--- config.mk ---
export PLATFORM = sky130hd
export DESIGN_NAME = rcsc_seq
export DESIGN_NICKNAME = d
export VERILOG_FILES = /design/src/sv/rcsc_pkg.sv /design/src/sv/rcsc_seq.sv
export SDC_FILE = /design/constraint.sdc
export NUM_CORES = 1
export LEC_CHECK = 0
export ABC_AREA = 1
export BUFFER_PORTS_ARGS = -buffer_cell sky130_fd_sc_hd__buf_2
export CORE_UTILIZATION = 46
export DETAILED_ROUTE_END_ITERATION = 16
export PLACE_DENSITY_LB_ADDON = 0.15
export SYNTH_ARGS = -nofsm -noshare
export SYNTH_HDL_FRONTEND = slang
export SYNTH_SLANG_ARGS = --single-unit
--- constraint.sdc ---
create_clock -name clk_i -period 5.1 [get_ports clk_i]
set_input_delay 1.02 -clock clk_i [delete_from_list [all_inputs] [get_ports clk_i]]
set_output_delay 1.02 -clock clk_i [all_outputs]
set_load 0.05 [all_outputs]
--- src/sv/rcsc_pkg.sv ---
// Shared types and defaults of the read coverage site counter.
// Used by rcsc_site_mem, rcsc_seq and read_coverage_site_counter; depends on nothing.
package rcsc_pkg;

  localparam int SitesDef     = 65536;
  localparam int MaxReadDef   = 255;
  localparam int DepthBitsDef = 16;

  localparam int PosW   = 16;
  localparam int ByteW  = 8;
  localparam int AnnotW = 4 * ByteW;

  typedef enum logic [1:0] {
    KIND_GENO  = 2'd0,
    KIND_ALIGN = 2'd1,
    KIND_QUERY = 2'd2
  } kind_e;

  typedef enum logic [1:0] {
    ST_CLEAR,
    ST_IDLE,
    ST_RUN,
    ST_QUERY
  } state_e;

  // memory strobes from the sequencer
  typedef struct packed {
    logic rd_en;
    logic wr_annot;
    logic wr_depth;
  } mem_ctl_t;

endpackage

--- src/sv/rcsc_seq.sv ---
// Sequencer: clearing pass, genotype writes, depth read-modify-write, query reads.
// Depends on rcsc_pkg; drives rcsc_site_mem.
module rcsc_seq #(
  parameter int Sites = rcsc_pkg::SitesDef,
  parameter int MaxRead = rcsc_pkg::MaxReadDef,
  parameter int DepthW = rcsc_pkg::DepthBitsDef,
  localparam int AW = $clog2(Sites)
) (
  input  logic                        clk_i,
  input  logic                        rst_ni,
  input  logic                        in_valid_i,
  output logic                        in_ready_o,
  input  logic [1:0]                  kind_i,
  input  logic [rcsc_pkg::ByteW-1:0]  chrom_i,
  input  logic [rcsc_pkg::PosW-1:0]   pos_i,
  input  logic [rcsc_pkg::AnnotW-1:0] annot_i,
  input  logic [rcsc_pkg::ByteW-1:0]  len_i,
  input  logic [rcsc_pkg::ByteW-1:0]  chrom_sel_i,
  input  logic                        out_free_i,
  input  logic [DepthW-1:0]           rd_depth_i,
  output rcsc_pkg::mem_ctl_t          mem_ctl_o,
  output logic [AW-1:0]               rd_addr_o,
  output logic [AW-1:0]               wr_addr_o,
  output logic [rcsc_pkg::AnnotW-1:0] wr_annot_o,
  output logic [DepthW-1:0]           wr_depth_o,
  output logic                        res_load_o,
  output logic                        res_oob_o,
  output logic [rcsc_pkg::PosW-1:0]   res_pos_o
);

  localparam int EW = (AW + 1 > rcsc_pkg::PosW + 1) ? AW + 1 : rcsc_pkg::PosW + 1;
  localparam int LW = rcsc_pkg::ByteW;

  rcsc_pkg::state_e             state_q, state_d;
  logic [AW-1:0]                addr_q, addr_d;
  logic [LW-1:0]                cnt_q, cnt_d;
  logic [rcsc_pkg::PosW-1:0]    pos_q, pos_d;
  logic                         oob_q, oob_d;

  logic                         pos_ok;
  logic                         match;
  logic [AW-1:0]                pos_a;
  logic [rcsc_pkg::PosW-1:0]    len_w;
  logic [rcsc_pkg::PosW-1:0]    lenc_w;
  logic [EW-1:0]                end_w;
  logic [EW-1:0]                end_c;
  logic [EW-1:0]                span_w;
  logic [LW-1:0]                span;

  always_comb begin
    pos_ok = {{(EW - rcsc_pkg::PosW){1'b0}}, pos_i} < EW'(Sites);
    match  = chrom_i == chrom_sel_i;
    pos_a  = AW'(pos_i);
    len_w  = {{(rcsc_pkg::PosW - LW){1'b0}}, len_i};
    lenc_w = (len_w > rcsc_pkg::PosW'(MaxRead)) ? rcsc_pkg::PosW'(MaxRead) : len_w;
    end_w  = EW'(pos_i) + EW'(lenc_w);
    // clip coverage at the table end
    end_c  = (end_w > EW'(Sites)) ? EW'(Sites) : end_w;
    span_w = end_c - EW'(pos_i);
    span   = span_w[LW-1:0];
  end

  always_ff @(posedge clk_i or negedge rst_ni) begin
    if (!rst_ni) begin
      state_q <= rcsc_pkg::ST_CLEAR;
      addr_q  <= '0;
      cnt_q   <= '0;
      pos_q   <= '0;
      oob_q   <= 1'b0;
    end else begin
      state_q <= state_d;
      addr_q  <= addr_d;
      cnt_q   <= cnt_d;
      pos_q   <= pos_d;
      oob_q   <= oob_d;
    end
  end

  always_comb begin
    state_d    = state_q;
    addr_d     = addr_q;
    cnt_d      = cnt_q;
    pos_d      = pos_q;
    oob_d      = oob_q;
    mem_ctl_o  = '0;
    rd_addr_o  = pos_a;
    wr_addr_o  = addr_q;
    wr_annot_o = annot_i;
    wr_depth_o = rd_depth_i;
    in_ready_o = 1'b0;
    res_load_o = 1'b0;

    case (state_q)
      rcsc_pkg::ST_CLEAR: begin
        mem_ctl_o.wr_annot = 1'b1;
        mem_ctl_o.wr_depth = 1'b1;
        wr_annot_o = '0;
        wr_depth_o = '0;
        if (addr_q == AW'(Sites - 1)) begin
          addr_d  = '0;
          state_d = rcsc_pkg::ST_IDLE;
        end else begin
          addr_d = addr_q + 1'b1;
        end
      end
      rcsc_pkg::ST_IDLE: begin
        in_ready_o = 1'b1;
        if (in_valid_i) begin
          case (kind_i)
            rcsc_pkg::KIND_GENO: begin
              if (match && pos_ok) begin
                mem_ctl_o.wr_annot = 1'b1;
                wr_addr_o = pos_a;
              end
            end
            rcsc_pkg::KIND_ALIGN: begin
              if (match && pos_ok && (span != '0)) begin
                mem_ctl_o.rd_en = 1'b1;
                addr_d  = pos_a;
                cnt_d   = span;
                state_d = rcsc_pkg::ST_RUN;
              end
            end
            rcsc_pkg::KIND_QUERY: begin
              pos_d = pos_i;
              oob_d = !pos_ok;
              mem_ctl_o.rd_en = pos_ok;
              state_d = rcsc_pkg::ST_QUERY;
            end
            default: begin
              // drop unknown kinds
            end
          endcase
        end
      end
      rcsc_pkg::ST_RUN: begin
        // write back the entry read last cycle, read the next one unless this is the last
        mem_ctl_o.wr_depth = 1'b1;
        wr_addr_o  = addr_q;
        wr_depth_o = (&rd_depth_i) ? rd_depth_i : rd_depth_i + 1'b1;
        if (cnt_q == LW'(1)) begin
          state_d = rcsc_pkg::ST_IDLE;
        end else begin
          mem_ctl_o.rd_en = 1'b1;
          rd_addr_o = addr_q + 1'b1;
          addr_d    = addr_q + 1'b1;
          cnt_d     = cnt_q - 1'b1;
        end
      end
      rcsc_pkg::ST_QUERY: begin
        if (out_free_i) begin
          res_load_o = 1'b1;
          state_d    = rcsc_pkg::ST_IDLE;
        end
      end
      default: begin
        state_d = rcsc_pkg::ST_IDLE;
      end
    endcase
  end

  assign res_oob_o = oob_q;
  assign res_pos_o = pos_q;

endmodule
==> results of run 1 <==
cell usage after synthesis, drive strengths merged, types with 5 or more instances:
cell,instances,area [sq um]
buf,5,42.5
clkbuf,20,75.1
a21oi,22,110
nand3,56,323
o22ai,12,75.1
nor3,6,35.0
o21ai,77,385
xor2,13,114
dfrtp,42,1050
nor2,92,348
nand4,34,213
inv,158,593
nand2,271,1080
or2,5,31.3
ha,27,338
xnor2,7,61.3
worst max-delay path: cells and delay by family:
family	cells	cell delay, ns
and+or+nand+nor	12	1.32
adders and majority gates	3	0.69
AOI/OAI and AO/OA	6	0.73
xor gates and xnor gates	2	0.36
buffers and inverters	5	0.48
final timing paths:
kind / endpoint / cells past startpoint / startpoint / slack [ns]
worst max-delay path: mem_ctl_o[2] / 28 / pos_i[0] / -0.51
worst min-delay path: res_pos_o[0]$_DFFE_PN0P_ / 2 / res_pos_o[0]$_DFFE_PN0P_ / 0.49
worst max register to register: state_q[1]$_DFFE_PN0P_ / 12 / addr_q[0]$_DFFE_PN0P_ / 2.21
worst min register to register: res_pos_o[0]$_DFFE_PN0P_ / 2 / res_pos_o[0]$_DFFE_PN0P_ / 0.49
max in group asynchronous: cnt_q[0]$_DFFE_PN0P_ / 1 / rst_ni / 3.60
min in group asynchronous: res_pos_o[6]$_DFFE_PN0P_ / 1 / rst_ni / 0.86
metrics by stage:
stage	hold slack (ns)	total power [mW]	setup slack (ns)
final	0.486	4.05	-0.510
after global routing	0.512	4.33	-0.757
after CTS	0.492	3.95	-0.474
after detailed placement	0.469	3.68	-0.548
after global placement	0.459	3.66	-0.462
after floorplan	0.458	2.95	-0.138
cell type report:
class,instances,area share
Multi-Input combinational cell,653,0.512
Timing Repair Buffer,275,0.222
Sequential cell,42,0.146
Inverter,160,0.0835
Tap cell,140,0.0243
Clock buffer,5,0.00953
Clock inverter,3,0.00329
routing by layer:
layer,track usage,vias to the layer above,share of wire
li1,-,3301,-
met1,0.372,2974,0.40
met2,0.559,301,0.50
met3,0.0369,52,0.073
met4,0.0988,0,0.031
met5,0,-,0
sequential cells by signal (all words and copies together), names as in the netlist:
name / count
state_q: 2
cnt_q: 8
res_pos_o: 16
addr_q: 16
report_power, final:
| part | total, mW | switching [mW] | internal (mW) |
|---|---|---|---|
| clock | 0.237 | 0.139 | 0.0981 |
| combinational | 3.18 | 2.33 | 0.854 |
| sequential | 0.632 | 0.141 | 0.491 |
timing repair:
item,in CTS,in global routing
pin swaps,23,25
gates cloned,0,3
setup buffers,9,6
endpoints found under the setup margin,1,27
gates resized for setup,34,34
placed cells by master, fill, tap and decap left out, types with 3 or more instances in the layout:
| master | n |
|---|---|
| a21oi_1 | 16 |
| a21oi_2 | 5 |
| a31oi_1 | 3 |
| buf_2 | 190 |
| buf_4 | 82 |
| clkbuf_8 | 5 |
| dfrtp_1 | 42 |
| ha_1 | 19 |
| ha_4 | 8 |
| inv_1 | 147 |
| inv_2 | 10 |
| nand2_1 | 240 |
| nand2_2 | 27 |
| nand2_4 | 4 |
| nand3_1 | 41 |
| nand3_2 | 10 |
| nand3_4 | 6 |
| nand4_1 | 34 |
| nor2_1 | 84 |
| nor2_2 | 6 |
| nor3_1 | 5 |
| nor4_1 | 3 |
| o211ai_1 | 3 |
| o21ai_0 | 75 |
| o22ai_1 | 12 |
| or2_2 | 4 |
| xnor2_1 | 5 |
| xor2_1 | 13 |
cell families (layout without fill, tap and decap cells):
family          after synthesis  after routing  share of synthesized area
other cells                   1              1                   0.000733
simple gates                469            472                      0.403
buf+inv                     185            443                      0.140
xor+xnor                     20             20                     0.0342
mux                           2              2                    0.00391
fa+ha+maj                    29             29                     0.0738
flops                        42             42                      0.205
compound gates              129            129                      0.139
==> results_dict.tcl, run 1 <==
set metrics [dict create \
    rsz0062_at_grt "yes" \
    nets 1260 \
    synth_area_sq_um 5120 \
    synthArstFlopShare 1.00 \
    firstDrtPassIters 7 \
    num_vias 6628 \
    cp-start-kind "input pin" \
    hold_class "reg2reg" \
    syn_avg_cell_area_sq_um 5.84 \
    grt_start_max_net_pins 43 \
    n_antenna_cell 0 \
    die_h_microns 107 \
    row_count 38 \
    antenna_found_initial 0 \
    portBuffers 194 \
    seqCellArea_sq_um 1050 \
    worstSetupEndpointType "output port" \
    cp_slowest_cell "fa_2" \
    die-area_sq_um 11600 \
    seq_area_frac_synth 0.205 \
    n_fill_cell 1037 \
    ys_ff_latch 42 \
    design.core.area_sq_um 10800 \
    path_class "in2out" \
    clkTransAtPathRegs_ns 0.09 \
    skew_ns 0.00762 \
    maxCapViolations 0 \
    vdd_drop_max_v 0.000825 \
    cpMostUsedCell "nand2_2" \
    clkSinkCount 42 \
    period_share 1.10 \
    cts_made_buffers 5 \
    place_hpwl_microns 14000 \
    max-slew-margin-rel 0.325 \
    fin_cells 1278 \
    grt_pass1_vias 6030 \
    multi_input_area_sq_um 3700 \
    drtIter0Drc 460 \
    synth_edf_count 0 \
    critPathArrivalTime_ns 4.59 \
    clockBufferDepth 2 \
    path_max_fanout 4 \
    dpl.cell_count 1252 \
    ys_types 44 \
    drive_gt1_frac 0.331 \
    fmax_mhz 178 \
    die_width_microns 107 \
    drc 0 \
    io_pins 196 \
    finalMaxSlewViolations 0 \
    cp.required_ns 4.08 \
    status "finished, violations left" \
    grt_use_total 0.307 \
    cts_root_buffer "clkbuf_8" \
    hold_viol 0 \
    yosys_warnings 0 \
    wirelength_microns 18500 \
    power_leakage_nw 4.19 \
    clkLatencyLatePin_ns 0.32 \
    wire_per_inst_microns 14.4 \
    min_period_ns 5.61 \
    area_growth_pct 41.1 \
    failed_checks "setup timing" \
    syn-num-nets 1000 \
    drtAntennaViolNets 0 \
    postCtsHoldBufs 0 \
    vias_per_cell 5.19 \
    placed_area_sq_um 6670 \
    post-route-util 0.666 \
    gr-total-overflow 0 \
    ys.flop_type "dfrtp_1" \
    synthCells 877 \
    cts_tree "yes" \
    slowest_delay_ns 0.34 \
    p_per_area_nw_per_um2 561 \
    grt_pass1_wl_microns 28000 \
    floorplan.initialDensity 0.472 \
    timing.final.ws_setup_ns -0.510 \
    setup_tns_ns -11.89 \
    finalInstanceArea_sq_um 7220 \
    setup_violations 27 \
    htree_levels 2 \
    worstMarginPinSlew_ns 1.01 \
    place.gp.congestion 0.936 \
]
Note: power is estimated with default switching activity, not from simulation.
==> run 2: changes to the inputs <==
- CELL_PAD_IN_SITES_DETAIL_PLACEMENT: not set -> 1
- CELL_PAD_IN_SITES_GLOBAL_PLACEMENT: not set -> 2
- CORE_UTILIZATION: 46 -> 22
==> results_dict.tcl, run 2 (synthesis results as in run 1) <==
set metrics [dict create \
    failed_checks "setup timing" \
    firstDrtPassIters 4 \
    post-route-util 0.331 \
    critPathArrivalTime_ns 4.61 \
    nets 1262 \
    fmax_mhz 178 \
    hold_class "reg2reg" \
    period_share 1.10 \
    hold_viol 0 \
    place.gp.congestion 0.787 \
    met3_length_microns 1200 \
    dpl.cell_count 1410 \
    die_width_microns 155 \
    cts_tree "yes" \
    clockBufferDepth 2 \
    slowest_delay_ns 0.35 \
    n_fill_cell 3010 \
    skew_ns 0.0118 \
    wl_met2_microns 10000 \
    die_h_microns 155 \
    drc 0 \
    n_antenna_cell 0 \
    drtAntennaViolNets 0 \
    finalMaxSlewViolations 0 \
    p_per_area_nw_per_um2 572 \
    postCtsHoldBufs 0 \
    power_leakage_nw 4.27 \
    io_pins 196 \
    grt_start_max_net_pins 43 \
    routed.top_layer "met4" \
    cp-start-kind "input pin" \
    worstMarginPinSlew_ns 0.998 \
    design.core.area_sq_um 22700 \
    whs_ns 0.486 \
    row_count 55 \
    vdd_drop_max_v 0.000199 \
    cp_slowest_cell "fa_2" \
    worstSetupEndpointType "output port" \
    cts_made_buffers 5 \
    clkLatencyLatePin_ns 0.30 \
    gr-total-overflow 0 \
    mostFrequentLayoutCells "nand2_1, buf_2, inv_1" \
    path_class "in2out" \
    antenna_found_initial 0 \
    cp.required_ns 4.08 \
    wirelength_microns 21500 \
    htree_levels 2 \
    m1WireLength_microns 10100 \
    path_max_fanout 4 \
    grt_pass1_wl_microns 35000 \
    floorplan.initialDensity 0.225 \
    cts_root_buffer "clkbuf_16" \
    num_vias 6456 \
    clkSinkCount 42 \
    status "finished, violations left" \
    drtIter0Drc 212 \
    vias_per_cell 4.53 \
    min_period_ns 5.63 \
    area_growth_pct 47.0 \
    place_hpwl_microns 17700 \
    maxCapViolations 0 \
    grt_use_total 0.184 \
    rsz0062_at_grt "yes" \
    setup_violations 1 \
    fin_cells 1425 \
    dpl_worst_slack_ns -0.694 \
    drive_gt1_frac 0.333 \
    totalPowerFinal_mw 4.30 \
    wire_per_inst_microns 15.1 \
    grt_pass1_vias 6567 \
    portBuffers 194 \
    die-area_sq_um 23900 \
    timing.final.ws_setup_ns -0.529 \
    max-slew-margin-rel 0.333 \
    final_common_cell "nand2_1" \
    clkTransAtPathRegs_ns 0.07 \
]
run 2: cell types whose count changed in the layout (fill, tap and decap cells not counted), moves of 3 or more:
cell	delta
clkbuf_16	+5
clkbuf_8	-5
nand2_1	+4
nand2_2	-4
nand3_4	-3
run 2: worst paths after layout:
path                                            from                        end  slack (ns)  cells after the start
min in group asynchronous                     rst_ni  res_pos_o[14]$_DFFE_PN0P_        0.81                      2
setup reg to reg              state_q[0]$_DFFE_PN0P_      addr_q[2]$_DFFE_PN0P_        1.87                     11
hold / removal             res_pos_o[15]$_DFFE_PN0P_  res_pos_o[15]$_DFFE_PN0P_        0.49                      2
hold reg to reg            res_pos_o[15]$_DFFE_PN0P_  res_pos_o[15]$_DFFE_PN0P_        0.49                      2
max in group asynchronous                     rst_ni      addr_q[2]$_DFFE_PN0P_        3.87                      2
setup / recovery                            pos_i[0]               mem_ctl_o[2]       -0.53                     35
run 2: report_power, final:
part           internal (mW)  total [mW]  switching (mW)
Combinational          0.863        3.22            2.36
Sequential             0.492       0.644           0.153
Clock                  0.282       0.435           0.153
run 2: layout make-up:
cell class	instances	area (sq um)	area share
tap	285	357	0.0474
multi-input combinational	650	3670	0.488
inverter	160	603	0.0801
clock buffer	5	125	0.0166
timing repair buffer	280	1650	0.219
clock inverter	3	68.8	0.00914
sequential	42	1050	0.140
run 2: layer usage:
layer  global-route usage  vias up
met3               0.0241       10
li1                     -     3304
met2                0.315      175
met5                    0        -
met1                0.246     2967
met4               0.0354        0
run 2: critical path, delay by kind of cell:
kind / cells / cell delay (ns)
AND/OR/NAND/NOR: 18 / 1.25
buffers and inverters: 9 / 0.82
adder cells (fa/ha/maj): 3 / 0.82
AO/OA/AOI/OAI: 4 / 0.50
XOR/XNOR: 1 / 0.16
run 2: metrics by stage:
step / cell area, sq um / setup TNS [ns]
finish: 7530 / -0.529
global placement: 6950 / -0.586
CTS: 7360 / -0.559
floorplan: 5140 / -0.138
global route: 7530 / -0.903
detailed placement: 6950 / -0.694
run 2: timing repair:
item	in CTS	in global routing
resized for setup	33	35
gates cloned	0	0
pin swaps	22	34
setup endpoints to repair	1	27
buffers inserted	5	2
==> run 3: changes to the inputs <==
- RECOVER_POWER: not set -> 25
==> results_dict.tcl, run 3 (synthesis results as in run 1) <==
set metrics [dict create \
    dpl_worst_slack_ns -0.694 \
    cts_made_buffers 5 \
    firstDrtPassIters 4 \
    placed_area_sq_um 6950 \
    portBuffers 194 \
    cp.required_ns 4.08 \
    grt_pass1_vias 6567 \
    post-route-util 0.331 \
    die_h_microns 155 \
    drive_gt1_frac 0.330 \
    reg2regPathDepth 11 \
    antenna_found_initial 0 \
    drc 0 \
    hold_depth 2 \
    place_hpwl_microns 17700 \
    hp-start "res_pos_o[5]$_DFFE_PN0P_" \
    critPathArrivalTime_ns 4.61 \
    final_common_cell "nand2_1" \
    totalPowerFinal_mw 4.30 \
    r2r-start "state_q[0]$_DFFE_PN0P_" \
    drtAntennaViolNets 0 \
    mostFrequentLayoutCells "nand2_1, buf_2, inv_1" \
    status "finished, violations left" \
    skew_ns 0.0131 \
    clockBufferDepth 2 \
    area_growth_pct 46.9 \
    fmax_mhz 178 \
    timing.final.ws_setup_ns -0.530 \
    p_per_area_nw_per_um2 571 \
    cp_slowest_cell "fa_2" \
    grt_use_total 0.184 \
    cp-start-kind "input pin" \
    floorplan.initialDensity 0.225 \
    nets 1262 \
    clkLatencyLatePin_ns 0.30 \
    row_count 55 \
    place.gp.congestion 0.787 \
    n_antenna_cell 0 \
    worstSetupEndpointType "output port" \
    num_vias 6441 \
    cts_root_buffer "clkbuf_16" \
    vias_per_cell 4.52 \
    hold_viol 0 \
    r2r_end "addr_q[2]$_DFFE_PN0P_" \
    drtIter0Drc 195 \
    die-area_sq_um 23900 \
    dpl.cell_count 1410 \
    path_class "in2out" \
    maxCapViolations 1 \
    design.core.area_sq_um 22700 \
    htree_levels 2 \
    clkSinkCount 42 \
    gr-total-overflow 0 \
    whs_ns 0.489 \
    finalMaxSlewViolations 43 \
    worst_hold_path.endpoint "res_pos_o[5]$_DFFE_PN0P_" \
    power_leakage_nw 4.25 \
    setup_violations 1 \
    period_share 1.10 \
    fin_cells 1425 \
    finalInstanceArea_sq_um 7520 \
    postCtsHoldBufs 0 \
    die_width_microns 155 \
    rsz0062_at_grt "yes" \
    wirelength_microns 21500 \
    cts_tree "yes" \
    min_period_ns 5.63 \
    max-slew-margin-rel -0.711 \
    path_max_fanout 4 \
    hold_class "reg2reg" \
    wire_per_inst_microns 15.1 \
    setup.worst_path.start "pos_i[0]" \
    failed_checks "capacitance limit, slew limit, setup timing" \
    io_pins 196 \
    setup_tns_ns -0.530 \
    vdd_drop_max_v 0.000199 \
    grt_start_max_net_pins 43 \
    reg2reg_slack_ns 1.92 \
    worstMarginPinSlew_ns 2.57 \
    grt_pass1_wl_microns 35000 \
    slowest_delay_ns 0.35 \
    clkTransAtPathRegs_ns 0.07 \
]
[run 3: cell types whose count changed in the layout (fill, tap and decap cells not counted), sizes merged]
cell,before,now
buf,280,276
clkbuf,5,9
[run 3: what timing repair did]
item                       in CTS  in global routing
setup endpoints to repair       1                 27
pin swaps                      22                 34
buffers inserted                5                  2
gates resized for setup        33                 35
[run 3: critical path, delay by kind of cell]
family | cells | cell delay (ns)
compound gates | 4 | 0.50
simple gates | 18 | 1.25
fa+ha+maj | 3 | 0.82
xor+xnor | 1 | 0.16
buf+inv | 9 | 0.82
[run 3: worst max path at each step]
stage | slack (ns) | end | cells after the start
after floorplan | -0.14 | mem_ctl_o[2] | 32
after global placement | -0.59 | mem_ctl_o[2] | 34
after detailed placement | -0.69 | mem_ctl_o[2] | 31
after CTS | -0.56 | mem_ctl_o[2] | 34
after global routing | -0.84 | mem_ctl_o[2] | 30
final | -0.53 | mem_ctl_o[2] | 35
[run 3: layout make-up]
cell class,instances,area [sq um]
Timing Repair Buffer,280,1640
Inverter,160,603
Sequential cell,42,1050
Multi-Input combinational cell,650,3670
Clock buffer,5,125
Fill cell,3012,15200
Clock inverter,3,68.8
Tap cell,285,357
[run 3: routing by layer]
metal / wire (microns) / part of all wire / vias up / global-route usage
met1: 10100 / 0.47 / 2955 / 0.246
met2: 10100 / 0.47 / 174 / 0.315
met4: 177 / 0.0082 / 0 / 0.0354
met3: 1190 / 0.056 / 10 / 0.0241
li1: - / - / 3302 / -
met5: 0 / 0 / - / 0
[run 3: power by group]
group	switching (mW)	total (mW)	internal (mW)	leakage (nW)
sequential	0.153	0.644	0.492	0.539
clock	0.154	0.436	0.282	0.0940
combinational	2.36	3.21	0.859	3.62
